**config.mk**
```make
export PLATFORM = sky130hd
export DESIGN_NAME = mmc_mulmod
export DESIGN_NICKNAME = d
export VERILOG_FILES = /design/src/rtl/core/mmc_pkg.sv /design/src/rtl/core/mmc_mulmod.sv
export SDC_FILE = /design/constraint.sdc
export NUM_CORES = 2
export LEC_CHECK = 0
export BUFFER_PORTS_ARGS = -buffer_cell sky130_fd_sc_hd__buf_2
export CAP_MARGIN = 20
export CORE_UTILIZATION = 50
export DETAILED_ROUTE_END_ITERATION = 16
export GPL_ROUTABILITY_DRIVEN = 1
export PLACE_DENSITY = 0.74
export SLEW_MARGIN = 10
export SYNTH_ARGS = -nofsm -noshare
export SYNTH_HDL_FRONTEND = slang
export SYNTH_SLANG_ARGS = --single-unit
```
**constraint.sdc**
```tcl
create_clock -name clk -period 7.15 [get_ports clk]
set_input_delay 1.43 -clock clk [delete_from_list [all_inputs] [get_ports clk]]
set_output_delay 1.43 -clock clk [all_outputs]
set_load 0.02 [all_outputs]
```
**src/rtl/core/mmc_pkg.sv**
```systemverilog
// Package for the modular multinomial coefficient block: widths, the prime,
// the multiplier depth and the payload structs. No dependencies.
package mmc_pkg;
    localparam int TableSize = 262144;
    localparam int AddrW = $clog2(TableSize);
    localparam int IdxW = 18;
    localparam int CoefW = 30;
    localparam logic [CoefW-1:0] PrimeMod = 30'd1000000007;
    // Number of pipeline stages in mmc_mulmod.
    localparam int MulLat = 6;

    typedef struct packed {
        logic [IdxW-1:0] top_count;
        logic [IdxW-1:0] part_a;
        logic [IdxW-1:0] part_b;
        logic [IdxW-1:0] part_c;
    } query_t;

    typedef struct packed {
        logic [CoefW-1:0] coefficient;
        logic             out_of_range;
    } result_t;

    // An index is in range when it is below the table size.
    function automatic logic idx_ok(input logic [IdxW-1:0] idx);
        logic [IdxW:0] wide;
        wide = {1'b0, idx};
        idx_ok = (32'(wide) < TableSize);
    endfunction
endpackage

```
**src/rtl/core/mmc_mulmod.sv**
```systemverilog
// Pipelined multiply modulo the prime: 30x30 product over 16-bit partial
// products, then a Barrett reduction and correction. Depends on mmc_pkg.
module mmc_mulmod (
    input  logic                      clk,
    input  logic                      rst_n,
    input  logic                      en,
    input  logic                      in_valid,
    input  logic [mmc_pkg::CoefW-1:0] a,
    input  logic [mmc_pkg::CoefW-1:0] b,
    output logic                      out_valid,
    output logic [mmc_pkg::CoefW-1:0] y
);
    import mmc_pkg::*;

    // For x < 2^60, ((x >> 29) * floor(2^60 / p)) >> 31 falls short of x / p
    // by at most two, so two conditional subtractions complete the reduction.
    localparam logic [30:0] RecipM = 31'd1152921496;

    logic [MulLat-1:0] v_reg;
    logic [31:0]       pll_reg;
    logic [29:0]       plh_reg, phl_reg;
    logic [27:0]       phh_reg;
    logic [59:0]       prod_reg;
    logic [30:0]       q3_reg;
    logic [31:0]       x3_reg;
    logic [31:0]       qp_reg;
    logic [31:0]       x4_reg;
    logic [31:0]       r_reg;
    logic [CoefW-1:0]  y_reg;

    logic [61:0]       q2_full;
    logic [31:0]       qp_lo;
    logic [31:0]       p1;
    logic [31:0]       p2;
    logic [CoefW-1:0]  y_next;

    assign p1      = {2'b00, PrimeMod};
    assign p2      = {1'b0, PrimeMod, 1'b0};
    assign q2_full = {31'd0, prod_reg[59:29]} * {31'd0, RecipM};
    assign qp_lo   = 32'({30'd0, q3_reg} * {31'd0, PrimeMod});

    always_ff @(posedge clk or negedge rst_n)
    begin
        if (!rst_n)
        begin
            v_reg <= '0;
        end
        else if (en)
        begin
            v_reg <= {v_reg[MulLat-2:0], in_valid};
        end
    end

    always_comb
    begin
        priority if (r_reg >= p2)
        begin
            y_next = CoefW'(r_reg - p2);
        end
        else if (r_reg >= p1)
        begin
            y_next = CoefW'(r_reg - p1);
        end
        else
        begin
            y_next = r_reg[CoefW-1:0];
        end
    end

    always_ff @(posedge clk)
    begin
        if (en)
        begin
            pll_reg  <= {16'd0, a[15:0]} * {16'd0, b[15:0]};
            plh_reg  <= {14'd0, a[15:0]} * {16'd0, b[29:16]};
            phl_reg  <= {16'd0, a[29:16]} * {14'd0, b[15:0]};
            phh_reg  <= {14'd0, a[29:16]} * {14'd0, b[29:16]};
            prod_reg <= {phh_reg, 32'd0} + {14'd0, plh_reg, 16'd0}
                        + {14'd0, phl_reg, 16'd0} + {28'd0, pll_reg};
            q3_reg   <= q2_full[61:31];
            x3_reg   <= prod_reg[31:0];
            qp_reg   <= qp_lo;
            x4_reg   <= x3_reg;
            r_reg    <= x4_reg - qp_reg;
            y_reg    <= y_next;
        end
    end

    assign out_valid = v_reg[MulLat-1];
    assign y = y_reg;
endmodule

```
==> qor.txt <==
run status: completed
Antenna Violating Nets Remaining: 0
number of rows created at floorplan: 132
share of layout cells above drive strength 1: 0.124
Top FF cell, synth: edfxtp_1
reg-to-reg critical path startpoint: prod_reg[50]$_DFFE_PP_
Fmax achieved: 0.141 GHz
synthesized area: 65,800 µm²
DR pass1 iterations: 8
Worst-Margin Slew: 0.938 ns
peak fanout along the critical path: 8
flip-flop count of the largest register after layout: 60
crit path kind: input pin to flop
cells taking the most area after synthesis: fa_1 35%, ha_1 18%, edfxtp_1 17%, inv_1 8.5%, and2_1 3.9%
Synth top area share: 0.347
data required time of the worst path: 7.48 ns
TritonCTS buffer count: 43
headroom to the max-slew limit: 0.375
critical register-to-register path endpoint: q3_reg[30]$_DFFE_PP_
largest net degree at the start of global routing: 126
GRT Util Overall: 0.244
clock tree from TritonCTS: done
Cell Count Post-Placement: 8,592
RSZ-0062 raised after global routing: true
maxcap violations: 0
Std-Cell Core Area: 130,000 µm²
Post-Synthesis Mean Instance Area: 10.2 µm²
number of cells on the worst reg-to-reg path: 27
final setup skew: 0.0249 ns
per-cell via count in the routed design: 5.24
area of all placed cells without fillers: 74,300 µm²
# clock sinks: 375
number of nets produced by synthesis: 8,630
crit end category: flop
half-perimeter wire length of the detailed placement result: 137,000 µm
clock latency of the later-clocked register in the worst-skew pair: 0.58 ns
number of global-route vias before repair: 48,107
cell area reported after detailed placement: 71,800 µm²
CTS root buffer: clkbuf_16
die boundary width: 365 µm
Final GP Congestion: 0.994
total gr overflow: 0
CP startpoint kind: input pin
GRT Max-Usage Layer: met2
number of instances in the synthesized netlist: 6,464
final hold vios: 0
Synthesis Warnings: 0
drt first-iter violations: 2,809
count of vias placed by the detailed router: 45,597
H-Tree Depth: 2
number of ports placed on the die boundary: 95
initial antenna violation count: 4
Worst Setup SP: b[7]
most common library cells after synthesis: 1,488 x inv_1, 1,140 x fa_1, 962 x ha_1
DRT Wirelength: 158,000 µm
chip height: 365 µm
growth of design area from synthesis to finish: 12.8%
final period utilization: 0.995
worst-case setup margin in the final layout: 0.0352 ns
routing usage on met3: 0.0284
die area: 133,000 µm²
final worst path period need: 7.11 ns
effective utilization at floorplan: 0.506
number of unique standard cell types used by synthesis: 83
met2 usage in global routing: 0.407
buffers from clock root to sink, at most: 3
non-filler instance count after layout: 8,705
clock edge transition at the registers on the reported setup and hold paths: 0.06 ns
first-pass GRT wire length: 255,000 µm
Worst Setup EP: pll_reg[30]$_DFFE_PP_
Setup WS pre-CTS: -0.666 ns
post-synthesis sequential element count: 375
type of the tightest min-delay check: flop to flop
reg2reg setup slack: 0.18 ns
sequential cell area fraction in the yosys report: 0.171
biggest area consumer among synthesized cells: fa_1
average detailed-routed wire length per instance: 18.2 µm
nets@finish: 9,094
share of flip-flops with an asynchronous set or reset after synthesis: 0.0160
number of port buffers: 94
number of pins exceeding their max-slew limit in the final report: 0
number of enable flip-flop cells after synthesis: 369
GRT met1 Usage: 0.336
final setup vio count: 0
count of hold-fix buffers inserted at cts: 0
core occupancy in the finished layout: 0.571
most used standard cell by instance count after synthesis: inv_1
DRC errors left: 0
worst endpoint data arrival time: 7.45 ns
==> cells by family after synthesis <==
family | count (synthesis) | synth area share
adder cells (fa/ha/maj) | 2102 | 0.530
AO/OA/AOI/OAI | 608 | 0.0597
AND/OR/NAND/NOR | 1412 | 0.106
XOR/XNOR | 279 | 0.0371
buffers and inverters | 1682 | 0.0961
multiplexers | 6 | 0.00103
flip-flops | 375 | 0.171
==> worst min path at each step <==
stage / start / endpoint / slack (ns) / depth (start not counted)
after floorplan: pll_reg[0]$_DFFE_PP_ / prod_reg[0]$_DFFE_PP_ / 0.40 / 0
after global placement: prod_reg[18]$_DFFE_PP_ / x3_reg[18]$_DFFE_PP_ / 0.40 / 0
after detailed placement: pll_reg[13]$_DFFE_PP_ / prod_reg[13]$_DFFE_PP_ / 0.40 / 0
after CTS: prod_reg[26]$_DFFE_PP_ / x3_reg[26]$_DFFE_PP_ / 0.41 / 0
after global routing: x3_reg[20]$_DFFE_PP_ / x4_reg[20]$_DFFE_PP_ / 0.42 / 0
final: pll_reg[13]$_DFFE_PP_ / prod_reg[13]$_DFFE_PP_ / 0.41 / 0
==> through the flow <==
| stage | hold WS, ns | TNS, ns |
|---|---|---|
| floorplan | 0.400 | -0.0945 |
| global placement | 0.401 | -12.54 |
| detailed placement | 0.405 | -17.65 |
| CTS | 0.412 | 0 |
| global route | 0.417 | -0.251 |
| finish | 0.414 | 0 |
==> timing repair <==
item / 4_1_cts / 5_1_grt
cloned: 0 / 1
setup buffers: 2 / 30
pin swaps: 2 / 98
setup endpoints to repair: 15 / 39
gates resized for setup: 13 / 204
==> area by class of cell <==
| cell class | instances | area, µm² |
|---|---|---|
| timing repair buffer | 613 | 4910 |
| fill | 10892 | 55700 |
| clock buffer | 51 | 1110 |
| sequential | 375 | 11200 |
| antenna | 1 | 2.50 |
| tap | 1742 | 2180 |
| clock inverter | 28 | 369 |
| inverter | 1488 | 5600 |
| multi-input combinational | 4407 | 48800 |
==> cells in the final DEF, fill, tap and decap left out, types with 8 or more instances in the layout <==
master     synthesis  layout
buf_12             0      30
ha_1             962     945
nor3_1            40      38
a21oi_2            4      20
clkbuf_1         189       8
buf_6              0      11
a31oi_1           11       9
a21o_1            76      76
ha_4               0      16
and3_1            21      20
clkbuf_4           0       8
and2_4             0      10
inv_1           1488    1452
nor2b_1           45      42
edfxtp_1         369     369
and2_1           413     403
o21a_1            48      48
nand2_1          601     600
nor2_1           139     138
nand2b_1          44      44
o21ai_1            5       9
clkbuf_16          0      44
fa_1            1140    1120
buf_2              5      67
a21oi_1          186     168
or2_2             10       9
o21ai_2            0       8
xnor2_1          200     200
a211oi_1          22      17
xor2_1            79      79
buf_4              0     490
o21ai_0          126     114
a31o_2             8       8
o21bai_1          20      19
nand3_1           34      32
fa_2               0      20
or3_1             14      13
inv_2              0      31
nand4_1           17      17
o211ai_1          12      12
==> worst max-delay path: stages <==
cell and delay [ns]:
clkbuf_4 0.16, buf_12 0.16, nand2_1 0.08, fa_1 0.46, fa_1 0.57, fa_1 0.44
fa_1 0.53, fa_1 0.44, fa_1 0.55, inv_2 0.05, ha_4 0.21, a21o_1 0.17
a21o_1 0.17, a221o_1 0.35, a21oi_2 0.16, a2bb2oi_2 0.18, a311oi_2 0.13, a41o_1 0.27
or4_4 0.43, a31o_1 0.24, a21oi_2 0.16, xnor2_1 0.09
==> routing by layer <==
layer,wire [µm],part of all wire,vias up
li1,-,-,21132
met1,69500,0.44,22817
met2,75000,0.47,1391
met3,9600,0.061,255
met4,4270,0.027,2
met5,13,0.000082,-
Power is left out: the tool's default activity adds up to more than one toggle a clock period on the data nets, which glitch-free logic cannot reach.
